===== src/pkn_pkg.sv =====
// ----------------------------------------------------------------------------
// pkn_pkg
// Shared types and constants for the path key normalizer.
// ----------------------------------------------------------------------------
`timescale 1ns / 1ps
`default_nettype none

package pkn_pkg;

  localparam int CountWidth = 16;
  localparam int CmpWidth   = (CountWidth + 1 > 17) ? CountWidth + 1 : 17;
  localparam int QueueDepth = 8;
  localparam int QueuePtrW  = $clog2(QueueDepth);
  localparam int MaxPush    = 4;

  localparam logic [7:0] ChSlash = 8'd47;
  localparam logic [7:0] ChDot   = 8'd46;
  localparam logic [7:0] ChEnd   = 8'd0;

  localparam logic [15:0] CapacityReset = 16'd1024;

  typedef enum logic [1:0] {
    ST_OK        = 2'd0,
    ST_EMPTY     = 2'd1,
    ST_TRAVERSAL = 2'd2,
    ST_TOO_LONG  = 2'd3
  } status_t;

  typedef enum logic [1:0] {
    PH_BETWEEN = 2'd0,
    PH_DOT1    = 2'd1,
    PH_DOT2    = 2'd2,
    PH_INSIDE  = 2'd3
  } phase_t;

  typedef enum logic {
    REG_KEY_CAPACITY = 1'b0,
    REG_UNUSED       = 1'b1
  } reg_index_t;

  typedef struct packed {
    logic       is_status;
    logic [7:0] key_byte;
    status_t    status;
    logic       last;
  } result_t;

  typedef struct packed {
    logic [2:0]                 count;
    result_t [MaxPush-1:0]      item;
  } push_t;

endpackage

`default_nettype wire


===== src/pkn_step.sv =====
// ----------------------------------------------------------------------------
// pkn_step
// Segment state machine: turns one path byte into up to four results.
// ----------------------------------------------------------------------------
`timescale 1ns / 1ps
`default_nettype none

module pkn_step (
  input  wire logic          clk,
  input  wire logic          rst,
  input  wire logic          go,
  input  wire logic [7:0]    path_byte,
  input  wire logic [15:0]   key_capacity,
  output pkn_pkg::push_t     push
);
  import pkn_pkg::*;

  phase_t                  phase, phase_next;
  status_t                 sticky, sticky_next;
  logic [CountWidth-1:0]   written, written_next;

  always_ff @(posedge clk) begin
    if (rst) begin
      phase   <= PH_BETWEEN;
      sticky  <= ST_OK;
      written <= '0;
    end else if (go) begin
      phase   <= phase_next;
      sticky  <= sticky_next;
      written <= written_next;
    end
  end

  always_comb begin
    logic [7:0]           cand [MaxPush];
    logic [2:0]           ncand;
    logic [2:0]           emitted;
    logic                 ends;
    logic                 is_dot;
    logic                 lead;
    logic [CmpWidth-1:0]  nxt;
    logic [CmpWidth-1:0]  cap;

    for (int i = 0; i < MaxPush; i++) begin
      cand[i] = ChSlash;
    end
    ncand        = 3'd0;
    emitted      = 3'd0;
    ends         = (path_byte == ChEnd) || (path_byte == ChSlash);
    is_dot       = (path_byte == ChDot);
    lead         = (written != '0);
    cap          = CmpWidth'(key_capacity);
    nxt          = '0;
    phase_next   = phase;
    sticky_next  = sticky;
    written_next = written;
    push         = '0;

    if (sticky == ST_OK) begin
      unique case (phase)
        PH_BETWEEN: begin
          if (is_dot) begin
            phase_next = PH_DOT1;
          end else if (!ends) begin
            if (lead) begin
              ncand = ncand + 3'd1;
            end
            cand[ncand[1:0]] = path_byte;
            ncand = ncand + 3'd1;
            phase_next = PH_INSIDE;
          end
        end
        PH_DOT1: begin
          if (ends) begin
            phase_next = PH_BETWEEN;
          end else if (is_dot) begin
            phase_next = PH_DOT2;
          end else begin
            if (lead) begin
              ncand = ncand + 3'd1;
            end
            cand[ncand[1:0]] = ChDot;
            ncand = ncand + 3'd1;
            cand[ncand[1:0]] = path_byte;
            ncand = ncand + 3'd1;
            phase_next = PH_INSIDE;
          end
        end
        PH_DOT2: begin
          if (ends) begin
            sticky_next = ST_TRAVERSAL;
            phase_next  = PH_BETWEEN;
          end else begin
            if (lead) begin
              ncand = ncand + 3'd1;
            end
            cand[ncand[1:0]] = ChDot;
            ncand = ncand + 3'd1;
            cand[ncand[1:0]] = ChDot;
            ncand = ncand + 3'd1;
            cand[ncand[1:0]] = path_byte;
            ncand = ncand + 3'd1;
            phase_next = PH_INSIDE;
          end
        end
        PH_INSIDE: begin
          if (ends) begin
            phase_next = PH_BETWEEN;
          end else begin
            cand[0] = path_byte;
            ncand   = 3'd1;
          end
        end
        default: begin
          phase_next = PH_BETWEEN;
        end
      endcase
    end

    // one capacity check per candidate byte; first failure stops the rest
    for (int i = 0; i < MaxPush; i++) begin
      if ((3'(i) < ncand) && (sticky_next == ST_OK)) begin
        nxt = CmpWidth'(written_next) + CmpWidth'(1);
        if ((nxt >= cap) || (nxt > CmpWidth'({CountWidth{1'b1}}))) begin
          sticky_next = ST_TOO_LONG;
        end else begin
          written_next = nxt[CountWidth-1:0];
          push.item[emitted[1:0]].is_status = 1'b0;
          push.item[emitted[1:0]].key_byte  = cand[i];
          push.item[emitted[1:0]].status    = ST_OK;
          push.item[emitted[1:0]].last      = 1'b0;
          emitted = emitted + 3'd1;
        end
      end
    end

    if (path_byte == ChEnd) begin
      push.item[emitted[1:0]].is_status = 1'b1;
      push.item[emitted[1:0]].key_byte  = 8'd0;
      push.item[emitted[1:0]].last      = 1'b1;
      priority if (key_capacity == 16'd0) begin
        push.item[emitted[1:0]].status = ST_EMPTY;
      end else if (sticky_next != ST_OK) begin
        push.item[emitted[1:0]].status = sticky_next;
      end else if (written_next == '0) begin
        push.item[emitted[1:0]].status = ST_EMPTY;
      end else begin
        push.item[emitted[1:0]].status = ST_OK;
      end
      emitted      = emitted + 3'd1;
      phase_next   = PH_BETWEEN;
      sticky_next  = ST_OK;
      written_next = '0;
    end

    push.count = go ? emitted : 3'd0;
  end

endmodule

`default_nettype wire


===== src/pkn_queue.sv =====
// ----------------------------------------------------------------------------
// pkn_queue
// Result queue: takes up to four results a cycle, hands out one a cycle while out_stall is low.
// ----------------------------------------------------------------------------
`timescale 1ns / 1ps
`default_nettype none

module pkn_queue (
  input  wire logic          clk,
  input  wire logic          rst,
  input  wire pkn_pkg::push_t push,
  output logic               has_room,
  output logic               out_valid,
  input  wire logic          out_stall,
  output pkn_pkg::result_t   head
);
  import pkn_pkg::*;

  result_t                 entry [QueueDepth];
  logic [QueuePtrW-1:0]    wptr;
  logic [QueuePtrW-1:0]    rptr;
  logic [QueuePtrW:0]      fill;
  logic                    pop;

  assign pop       = out_valid && !out_stall;
  assign out_valid = (fill != '0);
  assign has_room  = (fill <= (QueuePtrW+1)'(QueueDepth - MaxPush));
  assign head      = entry[rptr];

  always_ff @(posedge clk) begin
    if (rst) begin
      wptr <= '0;
      rptr <= '0;
      fill <= '0;
    end else begin
      wptr <= wptr + QueuePtrW'(push.count);
      rptr <= rptr + QueuePtrW'(pop);
      fill <= fill + (QueuePtrW+1)'(push.count) - (QueuePtrW+1)'(pop);
    end
  end

  always_ff @(posedge clk) begin
    logic [QueuePtrW-1:0] offs;
    for (int i = 0; i < QueueDepth; i++) begin
      offs = QueuePtrW'(i) - wptr;
      if ((QueuePtrW+1)'(offs) < (QueuePtrW+1)'(push.count)) begin
        entry[i] <= push.item[offs[1:0]];
      end
    end
  end

endmodule

`default_nettype wire


===== src/path_key_normalizer.sv =====
// ----------------------------------------------------------------------------
// path_key_normalizer
// Path to storage key normalizer with sticky error status.
// ----------------------------------------------------------------------------
// Takes one path byte per cycle into an input register; the segment logic
// turns it into up to four results (separator, held dots, the byte, or the
// final status) and writes them into an eight-entry result queue in the same
// cycle. Results leave one per cycle while out_stall is low; plain bytes
// inside a segment run at one per cycle. The input register waits while the
// queue has fewer than four free entries. Bytes pass the input register, then
// the queue. key_capacity is written through the register port; the user must
// do so only while no path is in flight, which the block does not enforce.
`timescale 1ns / 1ps
`default_nettype none

module path_key_normalizer (
  input  wire logic        clk,
  input  wire logic        rst,
  input  wire logic        psel,
  input  wire logic        penable,
  input  wire logic        pwrite,
  input  wire logic [2:0]  paddr,
  input  wire logic [31:0] pwdata,
  output logic [31:0]      prdata,
  output logic             pready,
  input  wire logic        in_valid,
  output logic             in_stall,
  input  wire logic [7:0]  path_byte,
  output logic             out_valid,
  input  wire logic        out_stall,
  output logic             is_status,
  output logic [7:0]       key_byte,
  output logic [1:0]       status,
  output logic             last
);
  import pkn_pkg::*;

  logic [15:0]  key_capacity;
  logic         stage_valid;
  logic [7:0]   stage_byte;
  logic         has_room;
  logic         advance;
  logic         accept;
  push_t        push;
  result_t      head;
  reg_index_t   reg_sel;

  assign pready  = 1'b1;
  assign reg_sel = reg_index_t'(paddr[2]);
  assign prdata  = (reg_sel == REG_KEY_CAPACITY) ? {16'd0, key_capacity} : 32'd0;

  always_ff @(posedge clk) begin
    if (rst) begin
      key_capacity <= CapacityReset;
    end else if (psel && penable && pwrite && pready && (reg_sel == REG_KEY_CAPACITY)) begin
      key_capacity <= pwdata[15:0];
    end
  end

  assign advance  = stage_valid && has_room;
  assign in_stall = stage_valid && !has_room;
  assign accept   = in_valid && !in_stall;

  always_ff @(posedge clk) begin
    if (rst) begin
      stage_valid <= 1'b0;
    end else if (accept) begin
      stage_valid <= 1'b1;
    end else if (advance) begin
      stage_valid <= 1'b0;
    end
  end

  always_ff @(posedge clk) begin
    if (accept) begin
      stage_byte <= path_byte;
    end
  end

  pkn_step u_step (
    .clk          (clk),
    .rst          (rst),
    .go           (advance),
    .path_byte    (stage_byte),
    .key_capacity (key_capacity),
    .push         (push)
  );

  pkn_queue u_queue (
    .clk       (clk),
    .rst       (rst),
    .push      (push),
    .has_room  (has_room),
    .out_valid (out_valid),
    .out_stall (out_stall),
    .head      (head)
  );

  assign is_status = head.is_status;
  assign key_byte  = head.key_byte;
  assign status    = head.status;
  assign last      = head.last;

endmodule

`default_nettype wire


===== config.mk =====
export PLATFORM = sky130hd
export DESIGN_NAME = path_key_normalizer
export DESIGN_NICKNAME = d
export VERILOG_FILES = /design/src/pkn_pkg.sv /design/src/pkn_step.sv /design/src/pkn_queue.sv /design/src/path_key_normalizer.sv
export SDC_FILE = /design/constraint.sdc
export NUM_CORES = 1
export LEC_CHECK = 0
export BUFFER_PORTS_ARGS = -buffer_cell sky130_fd_sc_hd__buf_2
export CORE_MARGIN = 1.5
export CORE_UTILIZATION = 55
export DETAILED_ROUTE_END_ITERATION = 6
export PLACE_DENSITY = 0.76
export REMOVE_ABC_BUFFERS = 1
export SYNTH_ARGS = -nofsm -noshare
export SYNTH_HDL_FRONTEND = slang
export SYNTH_HIERARCHICAL = 1
export SYNTH_SLANG_ARGS = --single-unit

===== constraint.sdc =====
create_clock -name clk -period 17.84 [get_ports clk]
set_clock_uncertainty 0.2 [all_clocks]
set_input_delay 1.784 -clock clk [delete_from_list [all_inputs] [get_ports clk]]
set_output_delay 1.784 -clock clk [all_outputs]
set_load 0.02 [all_outputs]

* Word-level counts from Yosys, hierarchy flattened
Memories as Yosys holds them, arrays and structs flattened. A register that Yosys moved wholly into a read port is not among the register bits. Index checks and enable logic that the tools add are counted.
Cells by class: $add $sub $neg 26, magnitude comparators 49, eq/ne operators 7, mux-type cells 192, bitwise operators 14, reductions and logical operators 48
Operator list (number):
- bitwise mux 48 bit | 18
- 2-to-1 mux 48 bit | 10
- demux 12 bit (select 2 bit) | 16
- 2-to-1 mux 12 bit | 17
- binary-select mux 12 bit (select 2 bit) | 8
- 2-to-1 mux 32 bit | 6
- 2-to-1 mux 16 bit | 10
- 2-to-1 mux 3 bit | 34
- demux 8 bit (select 2 bit) | 6
- case mux 24 bit (3 select lines) | 1
- adder 16 x 1 -> 17 bit, second input constant | 4
- >= comparator 17 x 16 -> 1 bit | 4
- > comparator 17 x 16 -> 1 bit, second input constant | 4
- bitwise mux 32 bit | 2
- 2-to-1 mux 8 bit | 7
- 2-to-1 mux 11 bit | 5
- inverter 16 bit | 3
- OR reduction 12 bit | 4
- 2-to-1 mux 2 bit | 19
- < comparator 2 x 3 -> 1 bit, second input constant | 12
- logical NOT 16 bit | 2
- case mux 8 bit (4 select lines) | 1
- adder 3 x 1 -> 3 bit, second input constant | 10
- 2-to-1 mux 1 bit | 30
- 36 further kinds | 103
Word-level totals: register bits after elaboration 55, RAM bits 96, output and inout bits 47, word-level logic and storage cells 346, memories 1
Memories:
- u_queue.entry | words 8, bits a word 12, read ports 1, clocked after Yosys merged registers in 1, wr ports 4, RTL line pkn_queue.sv:19 | result_t entry [QueueDepth];

* Longest topological paths before layout
Gate-level depths: netlist of the first run.
word-level depth 48, depth in mapped cells 87, mapped depth without buffers 80

* Cells and area by module
Netlist of the first run, hierarchy kept.
Modules (own cells, without submodules):
- pkn_step | instances 1, cells an instance 1091, area each 7786.2 um2
- pkn_queue | instances 1, cells an instance 294, area each 5672.9 um2
- path_key_normalizer | instances 1, cells an instance 119, area each 1271.2 um2

* Worst setup path before layout of the first run
Ideal clock, no wire load.
kind reg-to-reg, start register u_step.written[0], end memory u_queue/entry[3][0] in the netlist's numbering (enable), library setup time 0.385 ns, arrival time 15.985 ns, required time 17.255 ns, slack 1.270 ns, stages on the path, launching flop included 79, path buffers 6, period minus slack after synthesis 16.570 ns, path through dfxtp_1 -> ha_1 -> buf_6 -> nand4_1 -> nor2_1 -> nand3_1 -> xnor2_1 -> ha_1 -> a21o_1 -> a21oi_1 -> o31a_1 -> nand4_1 -> nor2_2 -> nand2_1 -> clkinv_1 -> nand2_1 -> o21ai_0 -> ha_1 -> [... 43 more ...] -> nand2b_1 -> a21oi_1 -> o21ai_0 -> a21o_1 -> a21o_1 -> a211oi_1 -> o211ai_1 -> nor2_2 -> mux2_2 -> inv_1 -> ha_1 -> nor2_1 -> nor2_1 -> nor2_1 -> inv_1 -> ha_1 -> a21o_1 -> a21oi_1
RTL lines:
- from (decl) | RTL line pkn_step.sv:20 | logic [CountWidth-1:0] written, written_next;
- from (signal assigned) | RTL line pkn_step.sv:30 | written <= written_next;
- to (decl) | RTL line pkn_queue.sv:19

==> results of run 1 <==
cells in the mapped netlist (7+ instances only):
cell type | count | area [µm²]
dfxtp_1 | 47 | 941
nor2_1 | 83 | 312
nor2b_1 | 36 | 225
mux2_1 | 8 | 90.1
inv_1 | 81 | 304
and2_1 | 27 | 169
nor4_1 | 23 | 144
o211ai_1 | 7 | 52.6
nand2_1 | 92 | 345
mux2i_1 | 22 | 220
mux2_2 | 18 | 203
clkbuf_1 | 28 | 105
a31oi_1 | 20 | 125
xnor2_1 | 64 | 561
a21oi_1 | 69 | 345
o22ai_1 | 12 | 75.1
buf_4 | 31 | 233
mux4_2 | 51 | 1150
or3_1 | 16 | 100
edfxtp_1 | 104 | 3120
o21ai_0 | 47 | 235
buf_6 | 11 | 124
nor3_1 | 32 | 160
mux4_1 | 21 | 552
nand4_1 | 31 | 194
o21ai_1 | 7 | 35.0
o21a_1 | 22 | 165
a21o_1 | 15 | 113
or4_1 | 10 | 75.1
nand2b_1 | 41 | 257
buf_2 | 30 | 150
and3_1 | 19 | 119
a22oi_1 | 20 | 150
nand3_1 | 47 | 235
ha_1 | 110 | 1380
xor2_1 | 29 | 254
o31ai_1 | 9 | 67.6
and4_1 | 12 | 105
where the power goes:
| group | internal [µW] | switching (µW) | total (µW) |
|---|---|---|---|
| sequential | 581 | 48.4 | 629 |
| clock | 195 | 155 | 351 |
| combinational | 1130 | 1550 | 2680 |
sequential cells by signal, indices dropped and copies added, names as in the netlist:
name	cells
stage_valid	1
u_step/sticky	2
u_queue/fill	4
u_queue/rptr	3
key_capacity	16
u_step/phase	2
u_queue/entry	96
stage_byte	8
u_step/written	16
u_queue/wptr	3
cells in the final DEF, fill, tap and decap left out, types with 44 or more instances in the layout:
cell type | netlist | final
inv_1 | 81 | 81
buf_2 | 30 | 61
edfxtp_1 | 104 | 104
ha_1 | 110 | 109
xnor2_1 | 64 | 64
mux4_2 | 51 | 51
o21ai_0 | 47 | 46
dfxtp_1 | 47 | 44
nand3_1 | 47 | 47
nand2_1 | 92 | 91
a21oi_1 | 69 | 69
buf_4 | 31 | 72
nor2_1 | 83 | 82
per-layer routing:
metal	GRT usage, %	share of wire, %
met1	39.0	40
met2	52.5	48
met3	5.96	7.8
met4	15.8	5.0
met5	0	0
final cells by class:
| class | instances | area share [%] |
|---|---|---|
| clock inverters | 14 | 0.872 |
| multi-input cells | 1180 | 60.9 |
| repair buffers | 136 | 5.64 |
| diodes | 1 | 0.0156 |
| inverters | 84 | 1.99 |
| flip-flops and latches | 151 | 25.3 |
| well taps | 335 | 2.61 |
| clock buffers | 18 | 2.67 |
kinds of logic after synthesis:
group / Yosys count
other cells: 2
simple gates: 524
compound gates: 308
buf+inv: 188
xor+xnor: 97
mux: 122
flops: 151
fa+ha+maj: 112
worst paths after layout:
path | slack (ps) | from | end
max | 790 | u_step/written[2]$_SDFFE_PP0P_ | u_queue/entry[2][5]$_DFFE_PN_
min | 310 | key_capacity[14]$_SDFFE_PP0P_ | key_capacity[14]$_SDFFE_PP0P_
max reg2reg | 790 | u_step/written[2]$_SDFFE_PP0P_ | u_queue/entry[2][5]$_DFFE_PN_
min reg2reg | 310 | key_capacity[14]$_SDFFE_PP0P_ | key_capacity[14]$_SDFFE_PP0P_
worst max-delay path, delay by kind of cell (launching register included):
| family | cells | cell delay, ps |
|---|---|---|
| compound gates | 30 | 5980 |
| xor+xnor | 4 | 1100 |
| buf+inv | 7 | 1340 |
| flops | 1 | 590 |
| simple gates | 20 | 4050 |
| mux | 2 | 790 |
| fa+ha+maj | 9 | 2670 |
stage by stage:
stage	worst slack, ps	instances	setup TNS, ps
floorplan	20.0	1415	0
global placement	919	1886	0
detailed placement	744	1886	0
CTS	628	1918	0
global route	-5.99	1918	-5.99
finish	792	1919	0
==> results.md, run 1 <==
Status:
- The run finished, with violations left.
- The final reports fail on DRC.

Floorplan:
- From left edge to right edge, the die measures 167 µm.
- The standard-cell row count is between 50 and 60.
- In this run the count of I/O pins placed on the die edge is between 90 and 100.
- Once the floorplan was initialized, standard cells occupied between 50% and 60% of the core.
- The die covers 27800 µm².
- The region available for standard cell placement spans 26200 µm².
- From bottom edge to top edge, the die measures between 150 and 200 µm.

Global route:
- The first global-routing pass estimated between 60 and 70 mm of wire.
- The overall global routing resource usage is about a third.
- The number of global-route vias before repair is approximately 12000.
- Global routing finished with a remaining overflow of 0.
- The number of antenna violations at the first check in global routing is 0.
- The pin count of the biggest net entering global routing is 64.

CTS:
- TritonCTS built the clock tree.
- The maximum clock path buffer count is 2.
- The depth of the CTS H-tree is 4.
- The clock reaches the later pin of the worst-skew pair after around 440 ps.
- Hold repair after CTS inserted 0 buffers.
- CTS saw about 150 sinks.
- The post-CTS repair timing setup buffer count is 0.
- The CTS buffer count is 17.
- After clock tree synthesis, the clock-pin slew on the worst setup and hold paths is 60 ps.
- The number of gates resized after CTS was 0.
- The CTS root buffer is clkbuf_16.

Yosys:
- Among all flip-flop cells after synthesis, the most frequent one is edfxtp_1.
- Each instance of the synthesized netlist takes up on average slightly below 10 µm².
- The cell count after synthesis came out at roughly 1500.
- The synthesized design contains roughly 100 enable-type register cells.
- The post-synthesis mux area share is roughly 15%.
- After Yosys synthesis, full adders, half adders and majority gates account for under 10% of the synthesized area.
- The count of synthesis-stage warnings from yosys is 6.
- The dominant combinational cell family by area after synthesis is simple AND/OR/NAND/NOR gates.
- The parity-gate share of the synthesized area counting xor and xnor cells is under 10%.
- The count of cell types in the netlist is 117.
- The share of synthesized registers carrying an async set or reset is 0%.
- The post-synthesis cell area is between 10000 and 15000 µm².
- Summing the areas of all and, or, nand and nor instances in the mapped netlist gives around 20% of the synthesized area.
- The compound-cell area share of the yosys netlist is between 10 and 15%.
- The sequential element share of the synthesized area is 27.6%.
- Counting flops and latches in the post-synthesis netlist gives ~150.

Finish:
- Once layout is done, the placed cells without fillers occupy about 16000 µm².
- Relative to the synthesized area, the layout overhead comes to 9.10%.
- Cells fill between 60% and 70% of the core in the end.
- The area of combinational cells with multiple inputs is 9790 µm².
- The number of filler cells placed in the layout is 2188.
- The register cell area after layout is just over 4000 µm².
- At the end of the flow, the number of nets in the layout was approximately 1700.
- The post-route netlist has between 10% and 20% of its cells at a drive strength greater than 1.

Drt:
- Once detail routing completed, the nets flagged for antenna violations numbered 0.
- The via density per instance is about 6.7.
- For this run, the detailed router's first-pass iteration total came to 7.
- After detailed routing, the average wire length per cell comes to 22.8 µm.
- The routed design has between 40 and 50 mm of wire.
- The detailed router finished its first iteration with around 1400 violations.
- The number of remaining DRC errors is 9.
- The total vias in the final route is between 10000 and 15000.

Power:
- The leakage power total is roughly 0.006 µW.
- Dividing total power by cell area gives a power density of between 200 and 250 nW/µm².
- VDD sags by at most roughly 160 µV.
- The overall power is 3660 µW.

Placed design:
- The number of input and output port buffers inserted is between 60 and 70.
- The total placed instance area is 15500 µm².
- The post-detailed-placement half-perimeter wirelength is 33.3 mm.
- The last weighted congestion value of the routability-driven placer is roughly 1.0.

Setup path:
- The data arrival time of the critical path is approximately 17000 ps.
- The largest single stage delay on the critical path is roughly 590 ps.
- The nature of the critical path startpoint is a flop.
- On the critical path, the stage with the largest delay is an instance of dfxtp_1.
- Data on the critical path is required at its endpoint by between 15000 and 20000 ps.
- The worst setup path is captured at a flop.
- The critical path is of the flop to flop type.
- Of all nets on the critical path, the largest fanout is 11.
- The depth of the most critical reg-to-reg path is about 70.
- The most common cell type on the critical path is o21a_1.

STA:
- The final worst-path cycle share is 95.6%.
- For the pin with the worst max-slew slack, the measured transition is 1110 ps.
- The number of failing setup endpoints in the final timing report is 0.
- The highest achievable clock rate is about 59 MHz.
- The relative max-transition margin is between 20% and 30%.
- The final critical-path required period is roughly 17000 ps.
- The number of hold violations in the final report is 0.
- The count of final max-slew check failures came to 0.
- The final-layout worst hold slack is 309 ps.

Job:
- Across the run, the number of max-cap violations was 0.

Min path:
- The type of the worst min-delay path is flop to flop.
- The worst hold path depth is 2.
Note: power is estimated with default switching activity, not from simulation.
==> run 2, diff against run 1 <==
--- a/config.mk
+++ b/config.mk
@@ -10,7 +10,7 @@
 export CORE_UTILIZATION = 55
 export DETAILED_ROUTE_END_ITERATION = 6
 export PLACE_DENSITY = 0.76
-export REMOVE_ABC_BUFFERS = 1
+export SKIP_LAST_GASP = 1
 export SYNTH_ARGS = -nofsm -noshare
 export SYNTH_HDL_FRONTEND = slang
 export SYNTH_HIERARCHICAL = 1
==> constraint.sdc (replaced) <==
create_clock -name clk -period 17.84 [get_ports clk]
set_clock_uncertainty 0.2 [all_clocks]
set_input_delay 0.892 -clock clk [delete_from_list [all_inputs] [get_ports clk]]
set_output_delay 0.892 -clock clk [all_outputs]
set_load 0.02 [all_outputs]
==> run 2 against run 1 <==
Net effect:
- the flow still finishes with violations (DRC)
- largest power group unchanged
- global-route usage decreased by 0.12 points
- register-to-register slack improved by 90 ps
- sequential share of layout area grew 0.29 points
- highest routed layer unchanged
- critical path type unchanged
==> results.md, run 2 (synthesis gave the netlist of run 1 again) <==
Floorplan:
- The effective utilization at floorplan is 56.2%.
- From bottom edge to top edge, the die measures between 150 and 200 µm.
- The core area is roughly 26000 µm².
- The number of top-level design ports is 97.
- The area of the die is roughly 28000 µm².
- The die is 167 µm wide.
- The standard-cell row count is 59.

Drt:
- The iteration-0 DRC count of the detailed router is roughly 1100.
- The via density per instance is ~6.6.
- The number of remaining DRC errors is 4.
- The routed wirelength normalized by instance count is roughly 23 µm.
- The count of nets left with antenna violations once routing finished came out at 0.
- The total wire length after detailed routing is ~44 mm.
- The number of iterations in the first detailed-routing pass is 7.
- The total vias in the final route is ~13000.

Placed design:
- After detailed placement, the design holds a cell count of approximately 1900.
- The count of buffers added on input and output ports is a little over 60.
- At the end of routability-driven placement, the weighted congestion stood at a little over 1.
- The total placed instance area is between 15000 and 20000 µm².
- The post-detailed-placement half-perimeter wirelength is roughly 34 mm.

Finish:
- The area growth from synthesis to layout is 7.83%.
- In the final design database the tool counted about 1700 nets.
- Cells with a size suffix above 1 make up 18.3% of the layout.
- Measured on the finished design, the core utilization comes to 60.6%.
- The final antenna diode count is 0.
- The register with the most flip-flops in the layout has 96 of them.
- In the layout the commonest cells are ha_1 (109), edfxtp_1 (104), nand2_1 (92).
- In the final layout, the registers with the most flip-flops are u_queue/entry: 96 flops, key_capacity: 16 flops, u_step/written: 16 flops.
- The finished cells cover ~16000 µm².
- The number of standard cells in the final layout excluding fillers is between 1500 and 2000.
- Counting flops per register, the top entry is u_queue/entry.
- The commonest non-fill, non-tap cell in the layout is ha_1.

Setup path:
- For the worst setup path, the data arrival time is 16870 ps.
- The launch point of the worst reg-to-reg path is u_step/written[1]$_SDFFE_PP0P_.
- The largest incremental delay on the critical path is roughly 510 ps.
- Of all nets on the critical path, the largest fanout is 12.
- The cell that appears most often on the critical path is o21a_1.
- The worst setup path is launched from a flop.
- For the worst setup path, the data required time is 17750 ps.
- The critical path starts at u_step/written[1]$_SDFFE_PP0P_.
- The kind of end point of the critical path is a flop.
- The critical path is of the flop to flop type.
- The master of the slowest instance on the critical path is or4b_1.

CTS:
- At the later pin of the worst-skew pair, clock insertion delay measures between 400 and 500 ps.
- The depth of the CTS H-tree is 4.
- The clock tree from TritonCTS is done.
- The clock-pin slew reported for the worst setup and hold paths after clock tree synthesis is ~70 ps.
- The tree is rooted in a clkbuf_16.
- The number of hold buffers added after CTS is 0.
- No sink is reached through more buffers than the 2 on the longest clock path.
- The clock drives roughly 150 sinks.
- The CTS buffer count is 17.

Power:
- The maximum vdd drop is ~230 µV.
- The leakage power total is between 0.005 and 0.006 µW.
- The overall power is approximately 3600 µW.
- For this design the ratio of total power to cell area is 225 nW/µm².

Global route:
- The wire length of the first global-routing pass is between 60 and 70 mm.
- In the global route stage, overall resource usage came out at 31.3%.
- For this run the aggregate overflow at the end of global routing stands at 0.
- The number of antenna violations at the first check in global routing is 0.
- The number of global-route vias before repair is about 12000.
- The pin count of the biggest net entering global routing is between 60 and 70.

STA:
- At the pin with the least slew margin, the transition time is between 1000 and 1500 ps.
- The number of failing setup endpoints in the final timing report is 0.
- The count of final max-slew check failures is 0.
- Setup repair after global routing left no endpoint under its margin.
- Timing would allow up to slightly below 60 MHz.
- The relative max-transition margin is 25.2%.
- The final worst-path cycle share is a little over nine tenths.
- The number of hold violations in the final report came to 0.
- The setup total negative slack is 0 ps.
- The final critical-path required period is ~17000 ps.

Status:
- The run finished, with violations left.
- The checks that failed: DRC.

Min path:
- The hold path startpoint is key_capacity[13]$_SDFFE_PP0P_.
- The type of the worst min-delay path is flop to flop.

Job:
- The number of max-cap violations is 0.
-- run 2: through the flow --
stage               hold slack (ps)  worst slack [ps]
finish                          303               878
detailed placement              296               667
CTS                             308               585
global route                    333              14.2
global placement                293               744
floorplan                       270              1270
-- run 2: area by class of cell --
cell class,instances,area [µm²]
fill,2215,10300
multi-input combinational,1180,9790
sequential,151,4070
timing repair buffer,120,748
clock buffer,18,429
tap,335,419
inverter,84,319
clock inverter,14,116
-- run 2: where the power goes --
part | leakage (µW) | switching (µW) | internal, µW
combinational | 0.00429 | 1520 | 1080
sequential | 0.00136 | 48.1 | 581
clock | 0.000262 | 158 | 182
-- run 2: path summary, 6_finish.rpt --
| kind | to | slack [ps] | cells past startpoint |
|---|---|---|---|
| worst min register to register | key_capacity[13]$_SDFFE_PP0P_ | 300 | 2 |
| worst min-delay path | key_capacity[13]$_SDFFE_PP0P_ | 300 | 2 |
| worst max register to register | u_queue/entry[3][6]$_DFFE_PN_ | 880 | 74 |
| worst max-delay path | u_queue/entry[3][6]$_DFFE_PN_ | 880 | 74 |
-- run 2: worst max-delay path: cells and delay by family, from the launching register on --
kind	cells	cell delay [ps]
AO/OA/AOI/OAI	31	6030
AND/OR/NAND/NOR	20	3750
adder cells (fa/ha/maj)	10	2970
buffers and inverters	7	1310
XOR/XNOR	4	1020
multiplexers	2	840
flip-flops	1	480
-- run 2: layer usage --
layer  vias up  global-route usage [%]  wire length, µm
li1       5764                       -                -
met1      5958                    39.2            17500
met2       671                    52.8            21100
met3       112                    5.11             3390
met4         0                    15.4             2020
met5         -                       0                0
-- run 2: repair_timing --
action	CTS	global route
buffers inserted	0	1
endpoints found under the setup margin	0	117
gates resized for setup	0	9
hold endpoints to repair	0	0
